<file path="src/design/sacs_pkg.sv">
package sacs_pkg;

  localparam int TX_BITS  = 8;
  localparam int SAMPLE_W = 12;
  localparam int FUNC_W   = 2;
  localparam int CH_W     = 3;

  localparam logic [FUNC_W-1:0] FUNC_TICK   = 2'd0;
  localparam logic [FUNC_W-1:0] FUNC_SAMPLE = 2'd1;
  localparam logic [FUNC_W-1:0] FUNC_PDOWN  = 2'd2;

  localparam logic [TX_BITS-1:0] CMD_PDOWN = 8'h80;

  typedef enum logic [1:0] {
    KIND_TICK   = 2'd0,
    KIND_SAMPLE = 2'd1,
    KIND_PDOWN  = 2'd2,
    KIND_NONE   = 2'd3
  } kind_t;

  typedef enum logic [1:0] {
    ST_IDLE = 2'b01,
    ST_ACT  = 2'b10
  } seq_st_t;

  typedef struct packed {
    kind_t              kind;
    logic [TX_BITS-1:0] cmd;
    logic               din;
  } qent_t;

  typedef struct packed {
    logic cs_n;
    logic sclk;
    logic dout;
  } pins_t;

endpackage

</file>
<file path="src/design/sacs_chan_if.sv">
interface sacs_in_if;
  logic                       valid;
  logic                       ready;
  logic [sacs_pkg::FUNC_W-1:0] func;
  logic [sacs_pkg::CH_W-1:0]   channel;
  logic                       unipolar;
  logic                       data_in;

  modport source (output valid, func, channel, unipolar, data_in, input ready);
  modport sink   (input valid, func, channel, unipolar, data_in, output ready);
endinterface

interface sacs_out_if;
  logic                         valid;
  logic                         ready;
  logic                         cs_n;
  logic                         sclk;
  logic                         dout;
  logic                         busy_res;
  logic                         sample_valid;
  logic [sacs_pkg::SAMPLE_W-1:0] sample;

  modport source (output valid, cs_n, sclk, dout, busy_res, sample_valid, sample,
                  input ready);
  modport sink   (input valid, cs_n, sclk, dout, busy_res, sample_valid, sample,
                  output ready);
endinterface

</file>
<file path="src/design/sacs_front.sv">
module sacs_front (
  input  logic              clk,
  input  logic              rst_n,
  sacs_in_if.sink           in_chan,
  output sacs_pkg::qent_t   q_data,
  output logic              q_valid,
  input  logic              q_pop
);

  sacs_pkg::qent_t q_mem_r [2];
  sacs_pkg::qent_t ent;
  logic            wr_ptr_r, wr_ptr_nxt;
  logic            rd_ptr_r, rd_ptr_nxt;
  logic [1:0]      cnt_r, cnt_nxt;
  logic            push;
  logic            pop;

  always_comb begin
    ent.din = in_chan.data_in;
    ent.cmd = sacs_pkg::CMD_PDOWN;
    case (in_chan.func)
      sacs_pkg::FUNC_TICK: begin
        ent.kind = sacs_pkg::KIND_TICK;
      end
      sacs_pkg::FUNC_SAMPLE: begin
        ent.kind = sacs_pkg::KIND_SAMPLE;
        ent.cmd  = {2'b11, in_chan.channel[0], in_chan.channel[2], in_chan.channel[1],
                    in_chan.unipolar, 2'b11};
      end
      sacs_pkg::FUNC_PDOWN: begin
        ent.kind = sacs_pkg::KIND_PDOWN;
      end
      default: begin
        ent.kind = sacs_pkg::KIND_NONE;
      end
    endcase
  end

  assign in_chan.ready = (cnt_r != 2'd2);
  assign push          = in_chan.valid && in_chan.ready;
  assign q_valid       = (cnt_r != 2'd0);
  assign pop           = q_pop && q_valid;
  assign q_data        = q_mem_r[rd_ptr_r];

  always_comb begin
    wr_ptr_nxt = push ? ~wr_ptr_r : wr_ptr_r;
    rd_ptr_nxt = pop ? ~rd_ptr_r : rd_ptr_r;
    cnt_nxt    = cnt_r + {1'b0, push} - {1'b0, pop};
  end

  always_ff @(posedge clk) begin
    if (!rst_n) begin
      wr_ptr_r <= 1'b0;
      rd_ptr_r <= 1'b0;
      cnt_r    <= 2'd0;
    end else begin
      wr_ptr_r <= wr_ptr_nxt;
      rd_ptr_r <= rd_ptr_nxt;
      cnt_r    <= cnt_nxt;
    end
  end

  always_ff @(posedge clk) begin
    if (push) begin
      q_mem_r[wr_ptr_r] <= ent;
    end
  end

endmodule

</file>
<file path="src/design/sacs_back.sv">
module sacs_back #(
  parameter int RX_BITS = 14
) (
  input  logic            clk,
  input  logic            rst_n,
  input  sacs_pkg::qent_t q_data,
  input  logic            q_valid,
  output logic            q_pop,
  sacs_out_if.source      out_chan
);

  localparam int TOTAL = 2 * (sacs_pkg::TX_BITS + RX_BITS);
  localparam int CNT_W = $clog2(TOTAL);

  sacs_pkg::seq_st_t                st_r, st_nxt;
  logic [CNT_W-1:0]                 cnt_r, cnt_nxt;
  logic [sacs_pkg::TX_BITS-1:0]     cmd_r, cmd_nxt;
  logic [RX_BITS-1:0]               rx_r, rx_nxt;
  logic                             pd_r, pd_nxt;
  sacs_pkg::pins_t                  last_r, last_nxt;
  logic [RX_BITS+1:0]               rx_ext;

  logic                             ov_r;
  sacs_pkg::pins_t                  opins_r, opins_nxt;
  logic                             obusy_r, obusy_nxt;
  logic                             osv_r, osv_nxt;
  logic [sacs_pkg::SAMPLE_W-1:0]    osmp_r, osmp_nxt;

  assign q_pop  = q_valid && (!ov_r || out_chan.ready);
  assign rx_ext = {rx_r, 2'b00};

  always_comb begin
    st_nxt    = st_r;
    cnt_nxt   = cnt_r;
    cmd_nxt   = cmd_r;
    rx_nxt    = rx_r;
    pd_nxt    = pd_r;
    last_nxt  = last_r;
    opins_nxt = '{cs_n: 1'b1, sclk: 1'b0, dout: 1'b0};
    osv_nxt   = 1'b0;
    osmp_nxt  = '0;
    case (st_r)
      sacs_pkg::ST_IDLE: begin
        if (q_data.kind == sacs_pkg::KIND_SAMPLE || q_data.kind == sacs_pkg::KIND_PDOWN) begin
          st_nxt    = sacs_pkg::ST_ACT;
          cnt_nxt   = '0;
          cmd_nxt   = q_data.cmd;
          rx_nxt    = '0;
          pd_nxt    = (q_data.kind == sacs_pkg::KIND_PDOWN);
          last_nxt  = '{cs_n: 1'b0, sclk: 1'b0, dout: 1'b0};
          opins_nxt = '{cs_n: 1'b0, sclk: 1'b0, dout: 1'b0};
        end
      end
      sacs_pkg::ST_ACT: begin
        if (q_data.kind == sacs_pkg::KIND_TICK) begin
          opins_nxt.cs_n = 1'b0;
          opins_nxt.sclk = ~cnt_r[0];
          if (cnt_r < CNT_W'(2 * sacs_pkg::TX_BITS)) begin
            opins_nxt.dout = cmd_r[~cnt_r[3:1]];
          end else begin
            opins_nxt.dout = 1'b0;
            if (!cnt_r[0]) begin
              rx_nxt = {rx_r[RX_BITS-2:0], q_data.din};
            end
          end
          last_nxt = opins_nxt;
          if (cnt_r == CNT_W'(TOTAL - 1)) begin
            st_nxt  = sacs_pkg::ST_IDLE;
            cnt_nxt = '0;
            if (!pd_r) begin
              osv_nxt  = 1'b1;
              osmp_nxt = rx_ext[RX_BITS-1 -: sacs_pkg::SAMPLE_W];
            end
          end else begin
            cnt_nxt = cnt_r + 1'b1;
          end
        end else begin
          opins_nxt = last_r;
        end
      end
      default: begin
        st_nxt = sacs_pkg::ST_IDLE;
      end
    endcase
    obusy_nxt = (st_nxt == sacs_pkg::ST_ACT);
  end

  always_ff @(posedge clk) begin
    if (!rst_n) begin
      st_r   <= sacs_pkg::ST_IDLE;
      cnt_r  <= '0;
      cmd_r  <= '0;
      rx_r   <= '0;
      pd_r   <= 1'b0;
      last_r <= '{cs_n: 1'b0, sclk: 1'b0, dout: 1'b0};
      ov_r   <= 1'b0;
    end else begin
      if (q_pop) begin
        st_r   <= st_nxt;
        cnt_r  <= cnt_nxt;
        cmd_r  <= cmd_nxt;
        rx_r   <= rx_nxt;
        pd_r   <= pd_nxt;
        last_r <= last_nxt;
        ov_r   <= 1'b1;
      end else if (out_chan.ready) begin
        ov_r   <= 1'b0;
      end
    end
  end

  always_ff @(posedge clk) begin
    if (q_pop) begin
      opins_r <= opins_nxt;
      obusy_r <= obusy_nxt;
      osv_r   <= osv_nxt;
      osmp_r  <= osmp_nxt;
    end
  end

  assign out_chan.valid        = ov_r;
  assign out_chan.cs_n         = opins_r.cs_n;
  assign out_chan.sclk         = opins_r.sclk;
  assign out_chan.dout         = opins_r.dout;
  assign out_chan.busy_res     = obusy_r;
  assign out_chan.sample_valid = osv_r;
  assign out_chan.sample       = osmp_r;

endmodule

</file>
<file path="src/design/serial_adc_conversion_sequencer_core.sv">
// Path: an accepted item is stored in the two-entry queue, then its result goes to the output register.
// Throughput: one item per cycle sustained while out_chan.ready holds; a two-entry queue feeds
// the sequencer, which retires one queued item per cycle into its output register.
// Reset: synchronous, active-low rst_n empties the queue and the output register
// and returns the sequencer to idle with all counters and shift state cleared.
module serial_adc_conversion_sequencer_core #(
  parameter int RX_BITS = 14
) (
  input  logic       clk,
  input  logic       rst_n,
  sacs_in_if.sink    in_chan,
  sacs_out_if.source out_chan
);

  sacs_pkg::qent_t q_data;
  logic            q_valid;
  logic            q_pop;

  sacs_front u_front (
    .clk     (clk),
    .rst_n   (rst_n),
    .in_chan (in_chan),
    .q_data  (q_data),
    .q_valid (q_valid),
    .q_pop   (q_pop)
  );

  sacs_back #(
    .RX_BITS (RX_BITS)
  ) u_back (
    .clk      (clk),
    .rst_n    (rst_n),
    .q_data   (q_data),
    .q_valid  (q_valid),
    .q_pop    (q_pop),
    .out_chan (out_chan)
  );

`ifndef SYNTH
  a_sample_ends: assert property (@(posedge clk) disable iff (!rst_n)
    out_chan.valid && out_chan.sample_valid |-> !out_chan.busy_res && !out_chan.cs_n)
    else $error("sample result while busy or deselected");

  a_idle_pins: assert property (@(posedge clk) disable iff (!rst_n)
    out_chan.valid && out_chan.cs_n |-> !out_chan.busy_res && !out_chan.sclk
      && !out_chan.dout && !out_chan.sample_valid)
    else $error("deselected result with active pins");

  a_full_nonempty: assert property (@(posedge clk) disable iff (!rst_n)
    !in_chan.ready |-> q_valid)
    else $error("queue refuses items while empty");

  a_pop_has_room: assert property (@(posedge clk) disable iff (!rst_n)
    q_pop |-> q_valid)
    else $error("pop from empty queue");
`endif

endmodule
</file>
<file path="src/flat_wrapper.sv">
// flat-port wrapper written by rule: the top's interface ports become plain ports
module serial_adc_conversion_sequencer_core_flat 
#(
  parameter int RX_BITS = 14
)
  (clk, rst_n, in_chan_valid, in_chan_func, in_chan_channel, in_chan_unipolar, in_chan_data_in, in_chan_ready, out_chan_valid, out_chan_cs_n, out_chan_sclk, out_chan_dout, out_chan_busy_res, out_chan_sample_valid, out_chan_sample, out_chan_ready);
  sacs_in_if in_chan_i ();
  sacs_out_if out_chan_i ();
  input  logic clk;
  input  logic rst_n;
  input wire logic [$bits(in_chan_i.valid)-1:0] in_chan_valid;
  input wire logic [$bits(in_chan_i.func)-1:0] in_chan_func;
  input wire logic [$bits(in_chan_i.channel)-1:0] in_chan_channel;
  input wire logic [$bits(in_chan_i.unipolar)-1:0] in_chan_unipolar;
  input wire logic [$bits(in_chan_i.data_in)-1:0] in_chan_data_in;
  output wire logic [$bits(in_chan_i.ready)-1:0] in_chan_ready;
  output wire logic [$bits(out_chan_i.valid)-1:0] out_chan_valid;
  output wire logic [$bits(out_chan_i.cs_n)-1:0] out_chan_cs_n;
  output wire logic [$bits(out_chan_i.sclk)-1:0] out_chan_sclk;
  output wire logic [$bits(out_chan_i.dout)-1:0] out_chan_dout;
  output wire logic [$bits(out_chan_i.busy_res)-1:0] out_chan_busy_res;
  output wire logic [$bits(out_chan_i.sample_valid)-1:0] out_chan_sample_valid;
  output wire logic [$bits(out_chan_i.sample)-1:0] out_chan_sample;
  input wire logic [$bits(out_chan_i.ready)-1:0] out_chan_ready;
  assign in_chan_i.valid = in_chan_valid;
  assign in_chan_i.func = in_chan_func;
  assign in_chan_i.channel = in_chan_channel;
  assign in_chan_i.unipolar = in_chan_unipolar;
  assign in_chan_i.data_in = in_chan_data_in;
  assign in_chan_ready = in_chan_i.ready;
  assign out_chan_valid = out_chan_i.valid;
  assign out_chan_cs_n = out_chan_i.cs_n;
  assign out_chan_sclk = out_chan_i.sclk;
  assign out_chan_dout = out_chan_i.dout;
  assign out_chan_busy_res = out_chan_i.busy_res;
  assign out_chan_sample_valid = out_chan_i.sample_valid;
  assign out_chan_sample = out_chan_i.sample;
  assign out_chan_i.ready = out_chan_ready;
  serial_adc_conversion_sequencer_core #(.RX_BITS(RX_BITS)) u_core (.clk(clk), .rst_n(rst_n), .in_chan(in_chan_i), .out_chan(out_chan_i));
endmodule
</file>
<file path="config.mk">
export PLATFORM = sky130hd
export DESIGN_NAME = serial_adc_conversion_sequencer_core_flat
export DESIGN_NICKNAME = d
export VERILOG_FILES = /design/src/design/sacs_pkg.sv /design/src/design/sacs_chan_if.sv /design/src/design/sacs_front.sv /design/src/design/sacs_back.sv /design/src/design/serial_adc_conversion_sequencer_core.sv /design/src/flat_wrapper.sv
export SDC_FILE = /design/constraint.sdc
export NUM_CORES = 1
export LEC_CHECK = 0
export BUFFER_PORTS_ARGS = -buffer_cell sky130_fd_sc_hd__buf_2
export CORE_UTILIZATION = 62
export DETAILED_ROUTE_END_ITERATION = 16
export PLACE_DENSITY = 0.87
export SYNTH_ARGS = -nofsm -noshare
export SYNTH_HDL_FRONTEND = slang
export SYNTH_HIERARCHICAL = 1
export SYNTH_SLANG_ARGS = --single-unit
</file>
<file path="constraint.sdc">
create_clock -name clk -period 3.61 [get_ports clk]
set_clock_uncertainty 0.15 [all_clocks]
set_input_delay 0.9025 -clock clk [delete_from_list [all_inputs] [get_ports clk]]
set_output_delay 0.9025 -clock clk [all_outputs]
set_load 0.005 [all_outputs]
</file>
==> impl_metrics.ini, run 1 <==
[status]
status = finished, final reports clean

[clock_tree]
cts_hold_buf = 0
cts_root_buf = clkbuf_8
cts.clk_slew.worst_paths_ns = 0.07
clock_latency_ns = 0.35
cts.sinks = 71
htreeDepth = 3
cts_post_setup_buffers_inserted = 0
cts_tree = built
cts_buffer_depth = 2
numCtsBuffers = 9
cts.repair.resized = 0

[setup_path]
reg2reg_depth = 7
ff2ff_setup_slack_ns = 0.81
worstSetupEndpointType = flop
critPathKind = reg -> reg
cp_max_fo = 11
start_kind = flop
cp.arrival_ns = 2.92
crit_required_ns = 3.74
rr_endpoint = u_core/u_back/cnt_r[5]

[synthesis]
synth.top_cell.area_share = 0.3282
syn_area_sq_mm = 0.003019
ys_ff_latch = 71
yosysMostFrequentCell = dfxtp_1
yosys_most_used_dff = dfxtp_1
async_flop_share = 0
synthTopCellsByArea = edfxtp_1, dfxtp_1, mux2i_1, and2_1, mux2_2
yosys-top-cells-count = dfxtp_1, edfxtp_1, and2_1
seq_area_frac_synth = 0.5802
synth_fp_nets = 274
synth-edff-count = 33
avgSynthCellArea_sq_um = 11.75
synthCells = 257
yosys_warnings = 6
synth_cell_types = 48
synth_area_leader_cell = edfxtp_1

[timing]
period_needed_ns = 2.795
relSlewSlack = 0.4673
fmax_mhz = 357.8
rsz0062_at_grt = false
tightest_slew_ns = 0.7947
fin_setup_tns_ns = 0
slew_viol_final = 0
fin_crit_sh = 0.7743
hold_violations = 0
setup-violations-final = 0

[route]
vias = 1974
first_pass_iters = 4
wl_um = 5044
drt.antenna.violating_nets = 0
vias_per_cell = 5.755
wire_per_inst_um = 14.71
drc = 0
drt_iter0_drc = 163

[global_routing]
grt_max_degree = 18
grt_usage = 0.2241
grt_antenna_before_repair = 0
grt_pass1_vias = 1860
grt_pass1_wl_um = 8452
top_usage_layer = met2
grt.overflow.total = 0
use_met3 = 0.06610
met1_usage = 0.2852
grtUsageMet2 = 0.3365

[floorplan]
rows = 25
core_area_sq_mm = 0.004692
initial_utilization = 0.6435
chipWidth_um = 71.78
die_area_sq_mm = 0.005152
ios = 30
die_y_um = 71.78

[finish]
antenna_cells = 0
num-fill-cells = 320
drive_gt1_frac = 0.2145
nets = 301
area_growth_syn_to_layout_pct = 12.93

[job]
drv_cap = 0

[place]
place_hpwl_um = 3320
gp_congestion = 0.9323
numPortBuffers = 29

[pwr]
peakVddDrop_uv = 607.0
leakagePower_nw = 1.371
p_per_area_mw_per_mm2 = 760.4
finalPower_mw = 2.593

[min_path]
hold_path_class = reg -> reg
worstHoldPathCells = 1
whs_endpoint = u_core/u_back/rx_r[11]
min_from = u_core/u_back/rx_r[11]
-- worst max path at each step --
stage,to,slack (ns),start
final,u_core/u_back/cnt_r[5],0.81,flop
after global routing,u_core/u_back/cnt_r[5],0.59,flop
after CTS,u_core/u_back/cnt_r[5],0.83,flop
after detailed placement,u_core/u_back/cnt_r[5],0.86,flop
after global placement,u_core/u_back/cnt_r[5],0.99,flop
after floorplan,u_core/u_front/cnt_r[0],1.04,out_chan_ready
-- worst max-delay path, stage by stage (launching register included) --
cell	delay, ns
dfxtp_1	0.54
mux2_2	0.39
inv_1	0.10
ha_1	0.23
nand2b_1	0.18
nand4_1	0.37
or4_1	0.62
a21oi_1	0.14
-- state kept, by name, summed over array words and instances, names as in the netlist, 2 cells and up, named ones only --
name	count
u_core/u_front/q_mem_r	16
u_core/u_back/cmd_r	8
u_core/u_front/cnt_r	2
u_core/u_back/cnt_r	6
u_core/u_back/last_r	3
u_core/u_back/st_r	2
u_core/u_back/out_chan.sample	12
u_core/u_back/rx_r	12
-- per-stage QoR --
step	utilization	hold slack, ns	worst slack, ns	cells	instance area [sq um]
CTS	0.7267	0.3293	0.8321	343	3410
floorplan	-	0.2906	1.042	257	3019
detailed placement	0.6757	0.3118	0.8577	327	3171
global route	0.7267	0.3582	0.5940	343	3410
finish	0.7267	0.3222	0.8148	343	3410
global placement	0.6757	0.3031	0.9886	327	3171
-- area by class of cell --
cell class	count	area [sq um]	share of cell area
Sequential cell	71	1752	0.5138
Multi-Input combinational cell	160	1150	0.3372
Clock buffer	11	162.7	0.04771
Timing Repair Buffer	31	160.2	0.04697
Clock inverter	5	76.32	0.02239
Tap cell	54	67.56	0.01982
Inverter	11	41.29	0.01211
-- metal layers --
metal	part of all wire	vias up
li1	-	978
met1	0.47	929
met2	0.46	51
met3	0.046	16
met4	0.028	0
met5	0	-
-- where the power goes --
group | switching (mW) | internal, mW
clock | 0.285 | 0.447
combinational | 0.398 | 0.325
sequential | 0.0878 | 1.05
-- cells by family (layout without fill, tap and decap cells) --
kind of cell	after synthesis	after routing	synth area share
buffers and inverters	26	58	0.03895
AO/OA/AOI/OAI	45	45	0.1082
AND/OR/NAND/NOR	81	81	0.1521
multiplexers	25	25	0.08868
adder cells (fa/ha/maj)	6	6	0.02486
flip-flops	71	71	0.5802
XOR/XNOR	2	2	0.005803
other	1	1	0.001242
-- cell usage in the layout (no fill, tap or decap), types with 11 or more instances in the layout --
cell | synthesis | layout
and2_1 | 20 | 20
inv_1 | 11 | 11
mux2i_1 | 14 | 14
buf_2 | 6 | 29
edfxtp_1 | 33 | 33
a22o_1 | 12 | 12
a21oi_1 | 11 | 11
dfxtp_1 | 38 | 38
nor2_1 | 16 | 16
Note: power is estimated with default switching activity, not from simulation.
==> run 2, diff against run 1 <==
- CORE_UTILIZATION: 62 -> 58
- PLACE_DENSITY: 0.87 -> 0.82
- clock period: 3.61 -> 2.7 ns (I/O delays scaled with it)
==> run 2 against run 1 <==
- critical path type unchanged
- worst hold slack improved by 0.011 ns
- critical path depth increased by 1
- final cell count increased by 5.0%
- critical endpoint is now u_core/u_back/cnt_r[3]
- largest power group unchanged
- sequential share of layout area decreased by 1.2 points
==> impl_metrics.ini, run 2 (synthesis gave the netlist of run 1 again) <==
[timing]
hold_violations = 0
relSlewSlack = 0.6110
rsz0062_at_grt = false
slew_viol_final = 0
fmax_mhz = 414.9
fin_crit_sh = 0.8928
setup-violations-final = 0
tightest_slew_ns = 0.5762
fin_setup_tns_ns = 0
setup_slack_ns = 0.2895
hold_slack_ns = 0.3337
period_needed_ns = 2.410

[place]
numPortBuffers = 29
dp_slack_ns = 0.2421
place_hpwl_um = 3510
gp_congestion = 0.8229

[clock_tree]
cts.clk_slew.worst_paths_ns = 0.07
cts_post_setup_buffers_inserted = 0
cts.sinks = 71
numCtsBuffers = 9
cts_root_buf = clkbuf_8
cts_tree = built
cts_buffer_depth = 2
cts.repair.resized = 0
clock_latency_ns = 0.34
cts_hold_buf = 0
htreeDepth = 3

[global_routing]
grt_max_degree = 18
grt.overflow.total = 0
grt_pass1_wl_um = 8776
grt_usage = 0.2200
grt_pass1_vias = 1883
grt_antenna_before_repair = 0

[route]
drt_iter0_drc = 214
met1_length_um = 2424
routed.top_layer = met4
wire_per_inst_um = 14.38
first_pass_iters = 4
drc = 0
vias = 2012
wl_met2_um = 2373
vias_per_cell = 5.589
wl_um = 5177
met3WireLength_um = 274
drt.antenna.violating_nets = 0

[finish]
layout_common_cells = dfxtp_1, edfxtp_1, buf_2
largest_register_ffs = 16
antenna_cells = 0
top_register = u_core/u_front/q_mem_r
final_common_cell = dfxtp_1
area_growth_syn_to_layout_pct = 15.54
nets = 306
fin_util = 0.7149
drive_gt1_frac = 0.2321

[floorplan]
ios = 30
die_y_um = 74.15
rows = 25
chipWidth_um = 74.15
die_area_sq_mm = 0.005498
core_area_sq_mm = 0.004880
initial_utilization = 0.6187

[setup_path]
critPathKind = reg -> reg
slowest_delay_ns = 0.40
crit_required_ns = 2.82
cp_max_fo = 10
start_kind = flop
cp.arrival_ns = 2.53
crit_chain = mux2_2 -> inv_1 -> ha_1 -> nand2b_1 -> nand4_1 -> buf_4 -> or3_1 -> a21oi_1
crit_path_top_delay_cell = dfxtp_1
worstSetupEndpointType = flop

[pwr]
intPower_mw = 2.561
share_seq_of_total_power = 0.418
power_frac_comb = 0.282
switching_share = 0.2904
p_switching_mw = 1.048
peakVddDrop_uv = 722.7
leakagePower_nw = 1.419
p_per_area_mw_per_mm2 = 1035
pwr-share-clk = 0.300

[job]
drv_cap = 0

[status]
status = finished, final reports clean

[min_path]
hold_path_class = reg -> reg
-- run 2: per-stage QoR --
step / power [mW] / cells / area, sq um
floorplan: 2.234 / 257 / 3019
CTS: 3.612 / 360 / 3482
detailed placement: 2.532 / 345 / 3224
global route: 3.808 / 360 / 3488
finish: 3.609 / 360 / 3488
global placement: 2.496 / 345 / 3224
-- run 2: layout make-up --
type | instances | area (sq um)
Fill cell | 360 | 1391
Sequential cell | 71 | 1752
Timing Repair Buffer | 36 | 197.7
Multi-Input combinational cell | 160 | 1156
Clock inverter | 6 | 133.9
Clock buffer | 9 | 123.9
Inverter | 11 | 41.29
Tap cell | 67 | 83.83
-- run 2: worst max-delay path, delay by kind of cell, from the launching register on --
| family | cells | cell delay (ns) |
|---|---|---|
| AND/OR/NAND/NOR | 3 | 0.74 |
| flip-flops | 1 | 0.40 |
| multiplexers | 1 | 0.35 |
| buffers and inverters | 2 | 0.30 |
| adder cells (fa/ha/maj) | 1 | 0.28 |
| AO/OA/AOI/OAI | 1 | 0.13 |
-- run 2: path summary, 6_finish.rpt --
path                               start                endpoint  slack [ns]  cells after the start
setup / recovery                    flop  u_core/u_back/cnt_r[3]        0.29                      8
hold / removal    u_core/u_back/rx_r[11]  u_core/u_back/rx_r[11]        0.33                      1
setup reg to reg                    flop  u_core/u_back/cnt_r[3]        0.29                      8
hold reg to reg   u_core/u_back/rx_r[11]  u_core/u_back/rx_r[11]        0.33                      1
-- run 2: layer usage --
layer | global-route usage | up-vias
met3 | 0.06504 | 11
met5 | 0 | -
met1 | 0.2918 | 944
li1 | - | 987
met4 | 0.1068 | 0
met2 | 0.3313 | 70
-- run 2: power by group through the flow --
stage	clock network, mW	logic [mW]	registers [mW]
final	1.08	1.02	1.51
after global routing	1.14	1.12	1.54
after CTS	1.10	1.01	1.51
after detailed placement	0	0.999	1.53
after global placement	0	0.973	1.52
after floorplan	0	0.706	1.53
